===== config.mk =====
export PLATFORM = sky130hd
export DESIGN_NAME = touch_report_deframer_flat
export DESIGN_NICKNAME = d
export VERILOG_FILES = /design/src/rtl/trd_pkg.sv /design/src/rtl/trd_req_if.sv /design/src/rtl/trd_rsp_if.sv /design/src/rtl/touch_report_deframer.sv /design/src/flat_wrapper.sv
export SDC_FILE = /design/constraint.sdc
export NUM_CORES = 1
export LEC_CHECK = 0
export ABC_AREA = 0
export BUFFER_PORTS_ARGS = -buffer_cell sky130_fd_sc_hd__buf_2
export CAP_MARGIN = 20
export CORE_MARGIN = 5
export CORE_UTILIZATION = 35
export CTS_CLUSTER_SIZE = 20
export DETAILED_ROUTE_END_ITERATION = 6
export GPL_TIMING_DRIVEN = 0
export SYNTH_ARGS = -nofsm -noshare
export SYNTH_HDL_FRONTEND = slang
export SYNTH_SLANG_ARGS = --single-unit

===== constraint.sdc =====
create_clock -name clock -period 4.4 [get_ports clock]
set_input_delay 0.44 -clock clock [delete_from_list [all_inputs] [get_ports clock]]
set_output_delay 0.44 -clock clock [all_outputs]
set_load 0.02 [all_outputs]

===== src/rtl/trd_pkg.sv =====
package trd_pkg;

   // Frame kind: index into the table of known ids, or the unknown code.
   typedef logic [3:0] kind_type;

   // Result status codes.
   typedef enum logic [2:0] {
      ST_OK        = 3'd0,
      ST_BAD_ID    = 3'd1,
      ST_BAD_LEN   = 3'd2,
      ST_BAD_SUM   = 3'd3,
      ST_BAD_MAGIC = 3'd4
   } status_type;

   localparam kind_type   KIND_INIT    = 4'd8;
   localparam kind_type   KIND_AXIS    = 4'd9;
   localparam kind_type   KIND_UNKNOWN = 4'd11;
   localparam logic [3:0] ID_NIBBLE    = 4'hd;
   localparam logic [7:0] MAX_LEN      = 8'd11;
   localparam logic [7:0] AXIS_MAGIC   = 8'h14;
   localparam int         STORE_DEPTH  = 6;
   localparam int         STORE_AW     = $clog2(STORE_DEPTH);

   // Map an id byte to its kind.
   function automatic kind_type kind_of(input logic [7:0] id);
      kind_type k;
      case (id)
         8'hd1:   k = 4'd0;
         8'hd2:   k = 4'd1;
         8'hd3:   k = 4'd2;
         8'hd4:   k = 4'd3;
         8'hd5:   k = 4'd4;
         8'hd7:   k = 4'd5;
         8'hd8:   k = 4'd6;
         8'hdf:   k = 4'd7;
         8'hd9:   k = KIND_INIT;
         8'hdc:   k = KIND_AXIS;
         8'hda:   k = 4'd10;
         default: k = KIND_UNKNOWN;
      endcase
      return k;
   endfunction

   // Fixed body length of each known kind.
   function automatic logic [3:0] len_of(input kind_type k);
      logic [3:0] n;
      case (k)
         4'd4:      n = 4'd3;
         4'd5:      n = 4'd11;
         KIND_AXIS: n = 4'd7;
         4'd10:     n = 4'd3;
         default:   n = 4'd1;
      endcase
      return n;
   endfunction

endpackage


===== src/rtl/trd_req_if.sv =====
interface trd_req_if;
   logic       valid;
   logic       ready;
   logic       req_type;
   logic [7:0] rx_byte;

   modport source (output valid, output req_type, output rx_byte, input ready);
   modport sink   (input valid, input req_type, input rx_byte, output ready);
endinterface


===== src/rtl/trd_rsp_if.sv =====
interface trd_rsp_if;
   logic                  valid;
   logic                  ready;
   trd_pkg::kind_type     frame_kind;
   trd_pkg::status_type   status;
   logic                  touch_valid;
   logic [3:0]            slot;
   logic                  touched;
   logic [13:0]           pos_x;
   logic [13:0]           pos_y;
   logic                  send_settings;

   modport source (output valid, output frame_kind, output status, output touch_valid,
                   output slot, output touched, output pos_x, output pos_y,
                   output send_settings, input ready);
   modport sink   (input valid, input frame_kind, input status, input touch_valid,
                   input slot, input touched, input pos_x, input pos_y,
                   input send_settings, output ready);
endinterface


===== src/rtl/touch_report_deframer.sv =====
// Channel  Dir  Word
// req_ch   in   req_type (rearm), rx_byte
// rsp_ch   out  frame_kind, status, touch_valid, slot, touched, pos_x, pos_y, send_settings
//
// One word is accepted per cycle unless a result stalls. A byte is registered, then parsed
// against the frame state when the output register can take a result; a byte that ends or
// rejects a frame writes a result word into it. Reset is synchronous and returns the parser
// to hunting for an id byte. A stalled result holds the output register; the parse stage
// then waits and the input register holds one more word before req_ch.ready drops.
module touch_report_deframer (
   input logic        clock,
   input logic        reset,
   trd_req_if.sink    req_ch,
   trd_rsp_if.source  rsp_ch
);

   typedef enum logic [1:0] {PH_HUNT, PH_LEN, PH_BODY} phase_type;

   // Input register.
   logic       in_vld_ff, in_vld_in;
   logic       in_rearm_ff;
   logic [7:0] in_byte_ff;

   // Frame state.
   phase_type         phase_ff, phase_in;
   trd_pkg::kind_type kind_ff, kind_in;
   logic [3:0]        len_ff, len_in;
   logic [3:0]        count_ff, count_in;
   logic [6:0]        sum_ff, sum_in;
   logic              init_ff, init_in;
   logic [7:0]        store_ff [trd_pkg::STORE_DEPTH];
   logic              store_we;

   // Output register.
   logic                out_vld_ff, out_vld_in;
   trd_pkg::kind_type   res_kind_ff, res_kind_in;
   trd_pkg::status_type res_status_ff, res_status_in;
   logic                res_tv_ff, res_tv_in;
   logic [3:0]          res_slot_ff, res_slot_in;
   logic                res_touched_ff, res_touched_in;
   logic [13:0]         res_x_ff, res_x_in;
   logic [13:0]         res_y_ff, res_y_in;
   logic                res_send_ff, res_send_in;

   logic accept;
   logic advance;
   logic emit;

   // Handshake: the parse stage moves whenever the output slot is free or draining.
   assign advance      = in_vld_ff && (!out_vld_ff || rsp_ch.ready);
   assign req_ch.ready = !in_vld_ff || advance;
   assign accept       = req_ch.valid && req_ch.ready;
   assign in_vld_in    = accept ? 1'b1 : (advance ? 1'b0 : in_vld_ff);
   assign out_vld_in   = (advance && emit) ? 1'b1 : (rsp_ch.ready ? 1'b0 : out_vld_ff);

   // Parse one byte against the current frame state.
   always_comb begin
      phase_in       = phase_ff;
      kind_in        = kind_ff;
      len_in         = len_ff;
      count_in       = count_ff;
      sum_in         = sum_ff;
      init_in        = init_ff;
      store_we       = 1'b0;
      emit           = 1'b0;
      res_kind_in    = kind_ff;
      res_status_in  = trd_pkg::ST_OK;
      res_tv_in      = 1'b0;
      res_slot_in    = 4'd0;
      res_touched_in = 1'b0;
      res_x_in       = 14'd0;
      res_y_in       = 14'd0;
      res_send_in    = 1'b0;
      if (in_rearm_ff) begin
         init_in = 1'b0;
      end else begin
         case (phase_ff)
            PH_HUNT: begin
               if (in_byte_ff[7:4] != trd_pkg::ID_NIBBLE) begin
                  emit          = 1'b1;
                  res_kind_in   = trd_pkg::KIND_UNKNOWN;
                  res_status_in = trd_pkg::ST_BAD_ID;
               end else begin
                  kind_in  = trd_pkg::kind_of(in_byte_ff);
                  sum_in   = in_byte_ff[6:0];
                  phase_in = PH_LEN;
               end
            end
            PH_LEN: begin
               if (in_byte_ff == 8'd0 || in_byte_ff > trd_pkg::MAX_LEN) begin
                  emit          = 1'b1;
                  res_status_in = trd_pkg::ST_BAD_LEN;
               end else if (kind_ff == trd_pkg::KIND_UNKNOWN) begin
                  emit          = 1'b1;
                  res_status_in = trd_pkg::ST_BAD_ID;
               end else if (in_byte_ff[3:0] != trd_pkg::len_of(kind_ff)) begin
                  emit          = 1'b1;
                  res_status_in = trd_pkg::ST_BAD_LEN;
               end else begin
                  len_in   = in_byte_ff[3:0];
                  count_in = 4'd0;
                  sum_in   = sum_ff + in_byte_ff[6:0];
                  phase_in = PH_BODY;
               end
            end
            PH_BODY: begin
               if (count_ff + 4'd1 < len_ff) begin
                  // Body byte ahead of the checksum.
                  store_we = (count_ff < 4'(trd_pkg::STORE_DEPTH));
                  sum_in   = sum_ff + in_byte_ff[6:0];
                  count_in = count_ff + 4'd1;
               end else begin
                  // Checksum byte closes the frame.
                  emit = 1'b1;
                  if (in_byte_ff != {1'b0, sum_ff}) begin
                     res_status_in = trd_pkg::ST_BAD_SUM;
                  end else if (kind_ff == trd_pkg::KIND_AXIS) begin
                     if (store_ff[0] != trd_pkg::AXIS_MAGIC) begin
                        res_status_in = trd_pkg::ST_BAD_MAGIC;
                     end else if (store_ff[1][7]) begin
                        res_tv_in      = 1'b1;
                        res_slot_in    = store_ff[1][5:2];
                        res_touched_in = store_ff[1][0];
                        if (store_ff[1][0]) begin
                           res_x_in = {store_ff[2], 6'd0} | {6'd0, store_ff[3]};
                           res_y_in = {store_ff[4], 6'd0} | {6'd0, store_ff[5]};
                        end
                     end
                  end else if (kind_ff == trd_pkg::KIND_INIT && !init_ff) begin
                     init_in     = 1'b1;
                     res_send_in = 1'b1;
                  end
               end
            end
            default: phase_in = PH_HUNT;
         endcase
         if (emit) begin
            phase_in = PH_HUNT;
         end
      end
   end

   // State, input register and output register.
   always_ff @(posedge clock) begin
      if (reset) begin
         in_vld_ff  <= 1'b0;
         out_vld_ff <= 1'b0;
         phase_ff   <= PH_HUNT;
         kind_ff    <= 4'd0;
         len_ff     <= 4'd0;
         count_ff   <= 4'd0;
         sum_ff     <= 7'd0;
         init_ff    <= 1'b0;
      end else begin
         in_vld_ff  <= in_vld_in;
         out_vld_ff <= out_vld_in;
         if (accept) begin
            in_rearm_ff <= req_ch.req_type;
            in_byte_ff  <= req_ch.rx_byte;
         end
         if (advance) begin
            phase_ff <= phase_in;
            kind_ff  <= kind_in;
            len_ff   <= len_in;
            count_ff <= count_in;
            sum_ff   <= sum_in;
            init_ff  <= init_in;
         end
         if (advance && emit) begin
            res_kind_ff    <= res_kind_in;
            res_status_ff  <= res_status_in;
            res_tv_ff      <= res_tv_in;
            res_slot_ff    <= res_slot_in;
            res_touched_ff <= res_touched_in;
            res_x_ff       <= res_x_in;
            res_y_ff       <= res_y_in;
            res_send_ff    <= res_send_in;
         end
      end
   end

   // Body byte store.
   always_ff @(posedge clock) begin
      if (advance && store_we) begin
         store_ff[count_ff[trd_pkg::STORE_AW-1:0]] <= in_byte_ff;
      end
   end

   assign rsp_ch.valid         = out_vld_ff;
   assign rsp_ch.frame_kind    = res_kind_ff;
   assign rsp_ch.status        = res_status_ff;
   assign rsp_ch.touch_valid   = res_tv_ff;
   assign rsp_ch.slot          = res_slot_ff;
   assign rsp_ch.touched       = res_touched_ff;
   assign rsp_ch.pos_x         = res_x_ff;
   assign rsp_ch.pos_y         = res_y_ff;
   assign rsp_ch.send_settings = res_send_ff;

   // The result register is empty in the cycle after reset.
   a_idle_after_reset: assert property (@(posedge clock)
      $past(reset) |-> !out_vld_ff)
      else $error("result valid right after reset");

   // Contact fields only come from a good axis frame.
   a_touch_axis: assert property (@(posedge clock) disable iff (reset)
      (out_vld_ff && res_tv_ff) |->
         (res_kind_ff == trd_pkg::KIND_AXIS && res_status_ff == trd_pkg::ST_OK))
      else $error("touch fields on a frame that is not a good axis report");

   // Settings request only on a good init-done frame, and it sets the seen flag.
   a_send_init: assert property (@(posedge clock) disable iff (reset)
      (out_vld_ff && res_send_ff) |->
         (res_kind_ff == trd_pkg::KIND_INIT && res_status_ff == trd_pkg::ST_OK && init_ff))
      else $error("send_settings without a first good init-done frame");

   // Positions are zero unless the contact is down.
   a_pos_touched: assert property (@(posedge clock) disable iff (reset)
      (out_vld_ff && !res_touched_ff) |-> (res_x_ff == 14'd0 && res_y_ff == 14'd0))
      else $error("position reported for a lifted contact");

   // A stalled result blocks the parse stage.
   a_stall_hold: assert property (@(posedge clock) disable iff (reset)
      (out_vld_ff && !rsp_ch.ready) |=> ($stable(phase_ff) && $stable(sum_ff)))
      else $error("frame state moved while the result was stalled");

endmodule


===== src/flat_wrapper.sv =====
// flat-port wrapper written by rule: the top's interface ports become plain ports
module touch_report_deframer_flat 
  (clock, reset, req_ch_valid, req_ch_req_type, req_ch_rx_byte, req_ch_ready, rsp_ch_valid, rsp_ch_frame_kind, rsp_ch_status, rsp_ch_touch_valid, rsp_ch_slot, rsp_ch_touched, rsp_ch_pos_x, rsp_ch_pos_y, rsp_ch_send_settings, rsp_ch_ready);
  trd_req_if req_ch_i ();
  trd_rsp_if rsp_ch_i ();
  input logic clock;
  input logic reset;
  input wire logic [$bits(req_ch_i.valid)-1:0] req_ch_valid;
  input wire logic [$bits(req_ch_i.req_type)-1:0] req_ch_req_type;
  input wire logic [$bits(req_ch_i.rx_byte)-1:0] req_ch_rx_byte;
  output wire logic [$bits(req_ch_i.ready)-1:0] req_ch_ready;
  output wire logic [$bits(rsp_ch_i.valid)-1:0] rsp_ch_valid;
  output wire logic [$bits(rsp_ch_i.frame_kind)-1:0] rsp_ch_frame_kind;
  output wire logic [$bits(rsp_ch_i.status)-1:0] rsp_ch_status;
  output wire logic [$bits(rsp_ch_i.touch_valid)-1:0] rsp_ch_touch_valid;
  output wire logic [$bits(rsp_ch_i.slot)-1:0] rsp_ch_slot;
  output wire logic [$bits(rsp_ch_i.touched)-1:0] rsp_ch_touched;
  output wire logic [$bits(rsp_ch_i.pos_x)-1:0] rsp_ch_pos_x;
  output wire logic [$bits(rsp_ch_i.pos_y)-1:0] rsp_ch_pos_y;
  output wire logic [$bits(rsp_ch_i.send_settings)-1:0] rsp_ch_send_settings;
  input wire logic [$bits(rsp_ch_i.ready)-1:0] rsp_ch_ready;
  assign req_ch_i.valid = req_ch_valid;
  assign req_ch_i.req_type = req_ch_req_type;
  assign req_ch_i.rx_byte = req_ch_rx_byte;
  assign req_ch_ready = req_ch_i.ready;
  assign rsp_ch_valid = rsp_ch_i.valid;
  assign rsp_ch_frame_kind = rsp_ch_i.frame_kind;
  assign rsp_ch_status = rsp_ch_i.status;
  assign rsp_ch_touch_valid = rsp_ch_i.touch_valid;
  assign rsp_ch_slot = rsp_ch_i.slot;
  assign rsp_ch_touched = rsp_ch_i.touched;
  assign rsp_ch_pos_x = rsp_ch_i.pos_x;
  assign rsp_ch_pos_y = rsp_ch_i.pos_y;
  assign rsp_ch_send_settings = rsp_ch_i.send_settings;
  assign rsp_ch_i.ready = rsp_ch_ready;
  touch_report_deframer u_core (.clock(clock), .reset(reset), .req_ch(req_ch_i), .rsp_ch(rsp_ch_i));
endmodule

==> impl_metrics.csv <==
group,metric,value,unit
critical_path,r2r_slack,1.12,ns
final_layout,fillers,1349,
global_routing,grt_use_total,13.9,%
synthesis,syn-mean-instance-area,13.2,sq um
synthesis,synth_cell_types,60,
min_path,min_path_type,"in -> reg",
synthesis,post_synth_mux_area_share,2.33,%
global_routing,grt.busiest_layer,"met2",
critical_path,crit_type,"reg -> reg",
detailed_routing,post-route-drc-count,0,
cts,clkSinkCount,121,
detailed_routing,drtPass1Iterations,5,
synthesis,synth_top_area_share,55.4,%
die,core_area,14600,sq um
power_and_ir_drop,p_leak,2.42,nW
critical_path,critPathMostFrequentCell,"and3_1",
cts,path_clk_slew,0.05,ns
synthesis,netlist_area,5260,sq um
sta,clock-skew-final,0.00826,ns
final_layout,layout_common_cells,"edfxtp_1, buf_2, and3_1, dfxtp_1, nor2_1",
global_routing,grt_pass1_vias,3570,
sta,drv_slew,0,
synthesis,synth_area_leaders,"edfxtp_1, dfxtp_1, and3_1",
critical_path,slowest_stage,"edfxtp_1",
die,ios,57,
sta,fin_crit,3.28,ns
sta,hold_viol,0,
cts,hold_buffers,0,
critical_path,crit_arrival,3.56,ns
critical_path,slowest_delay,0.58,ns
cts,clockBufferDepth,2,
detailed_routing,wire_per_inst,17.1,microns
place,dpl_cell_area,5800,sq um
die,die_width,133,microns
synthesis,synth_top_family_by_area,"simple AND/OR/NAND/NOR gates",
final_layout,layout.nets,506,
final_layout,drive_gt1_share,21.7,%
sta,fmax,305,MHz
place,io_buffers,56,
final_layout,final_util,43.3,%
place,dp.final_hpwl,8010,microns
global_routing,antenna_found_initial,0,
power_and_ir_drop,power.density,411,nW/um^2
synthesis,synthCells,399,
synthesis,yosys.area_share.simple,14.5,%
detailed_routing,vias,3522,
die,initial_utilization,35.9,%
die,dieHeight,133,microns
synthesis,synthAdderAreaFrac,3.71,%
synthesis,synth.net_count,427,
die,die_area,17600,sq um
critical_path,cp.depth,8,
sta,finalCritPeriodShare,74.6,%
detailed_routing,drtAntennaViolNets,0,
detailed_routing,drt-initial-drc-count,252,
global_routing,grt_max_degree,43,
synthesis,synth_enable_flop_cells,97,
synthesis,synth-seq-area-share,64.6,%
synthesis,synth_flop_cell,"edfxtp_1",
sta,maxSlewHeadroom,40.9,%
critical_path,crit_buf_inv,2,
final_layout,area.growth.synth_to_final,20.7,%
final_layout,final_common_cell,"edfxtp_1",
sta,hold_slack,0.199,ns
synthesis,ys.warnings.count,0,
critical_path,worstReg2RegStart,"u_core.in_byte_ff[5]$_DFFE_PP_",
cts,htreeDepth,4,
cts,cts_setup_buffers,0,
cts,cts_tree,"yes",
global_routing,met1_usage,17.6,%
sta,setup_tns,0,ns
cts,cts_root_buf,"clkbuf_16",
synthesis,synth-seq-cells,121,
critical_path,start_kind,"flip-flop",
cts,post_cts_resized,0,
critical_path,reg2reg_depth,8,
sta,worst_slew_pin_slew,0.879,ns
die,rows,44,
synthesis,synth_compound_area_share,11.0,%
power_and_ir_drop,peakVddDrop,0.275,mV
detailed_routing,drt_wl_total,11500,microns
sta,finalWorstSetupSlack,1.12,ns
detailed_routing,viasPerCell,5.23,
critical_path,crit_end,"u_core.rsp_ch.pos_y[3]$_SDFFCE_PP0P_",
critical_path,required,4.68,ns
run,maxCapViolCount,0,
global_routing,gr-total-overflow,0,
place,place_congestion,0.835,
global_routing,globalRouteMet3Util,5.24,%
outcome,status,"completed",
critical_path,cp_max_fo,10,
sta,finalSetupViolCount,0,
critical_path,endpoint_kind,"flip-flop",
global_routing,grt_pass1_wl,19000,microns
global_routing,grt_util_met2,21.7,%
sta,rsz0062_at_grt,"no",
final_layout,diodes,0,
place,dp_slack,0.833,ns
final_layout,final_area,6340,sq um
cts,clock_latency,0.42,ns
cts,numCtsBuffers,17,
synthesis,synth_xor_area_share,1.33,%
critical_path,r2r_end,"u_core.rsp_ch.pos_y[3]$_SDFFCE_PP0P_",
critical_path,crit_chain,"ha_1 -> nor4_2 -> nand4_1 -> a211oi_1 -> and3_1 -> buf_2 -> clkbuf_1 -> and3_1",
synthesis,synth_top_area_cell,"edfxtp_1",
critical_path,worstSetupStartpoint,"u_core.in_byte_ff[5]$_DFFE_PP_",
critical_path,crit_family,"simple AND/OR/NAND/NOR gates",
synthesis,async_reset_ff_share,0,%
worst reg2reg max path, delay by kind of cell (launching register included):
kind | cells | cell delay [ns]
buf+inv | 2 | 0.49
fa+ha+maj | 1 | 0.45
compound gates | 1 | 0.56
flops | 1 | 0.58
simple gates | 4 | 1.06
per-layer routing:
metal,vias to the layer above,wire length [microns]
met1,1700,5090
met4,0,145
met2,124,5470
met5,-,0
li1,1687,-
met3,11,824
final cells by class:
class | instances | area (sq um) | area share, %
sequential | 121 | 3390 | 53.5
multi-input combinational | 245 | 1730 | 27.3
clock buffer | 20 | 437 | 6.88
timing repair buffer | 60 | 315 | 4.97
tap | 184 | 230 | 3.63
clock inverter | 10 | 105 | 1.66
buffer | 21 | 88.8 | 1.40
inverter | 12 | 45.0 | 0.710
sequential cells by signal, indices dropped and copies added, names as in the netlist, 7 cells and up:
| register | flops |
|---|---|
| u_core.store_ff | 46 |
| u_core.rsp_ch.pos_x | 14 |
| u_core.rsp_ch.pos_y | 14 |
| u_core.in_byte_ff | 8 |
| u_core.sum_ff | 7 |
cells in the mapped netlist, types with 3 or more instances:
cell type,number
or2_2,3
nor3_1,4
nor4_1,3
ha_1,14
edfxtp_1,97
nor3b_1,4
and3_1,31
xnor2_1,6
a211oi_1,9
nor2_1,20
and2_1,9
nand3_1,6
o31ai_1,4
nand2b_1,5
clkbuf_1,15
mux2i_1,10
nand2_1,15
a21oi_1,19
o211ai_1,5
a311oi_1,3
o21a_1,5
dfxtp_1,24
inv_1,11
buf_2,5
nand4_1,6
o21ai_0,13
and3b_1,4
nor2b_1,7
worst min path at each step:
stage	from	endpoint	slack, ns	depth (start not counted)
after detailed placement	u_core.len_ff[0]$_SDFFE_PP0P_	u_core.len_ff[0]$_SDFFE_PP0P_	0.44	2
after global placement	u_core.len_ff[0]$_SDFFE_PP0P_	u_core.len_ff[0]$_SDFFE_PP0P_	0.44	2
after global routing	req_ch_rx_byte[6]	u_core.in_byte_ff[6]$_DFFE_PP_	0.18	1
after CTS	req_ch_rx_byte[5]	u_core.in_byte_ff[5]$_DFFE_PP_	0.18	1
final	req_ch_rx_byte[5]	u_core.in_byte_ff[5]$_DFFE_PP_	0.20	1
after floorplan	u_core.len_ff[0]$_SDFFE_PP0P_	u_core.len_ff[0]$_SDFFE_PP0P_	0.42	2
logic make-up after synthesis:
logic type / Yosys count
DFF: 121
xor gates and xnor gates: 8
buffers and inverters: 33
muxes: 12
AOI/OAI and AO/OA: 81
adders and majority gates: 15
and+or+nand+nor: 129
report_power, final:
group,switching (mW),internal (mW)
logic,0.0448,0.0253
clock network,0.469,0.817
registers,0.0126,1.24
stage by stage:
stage                     instances  power, mW
final                           673       2.61
after global routing            673       2.70
after CTS                       672       2.63
after detailed placement        642       1.35
after global placement          639       1.34
after floorplan                 399       1.32
(Power assumes the default switching activity.)
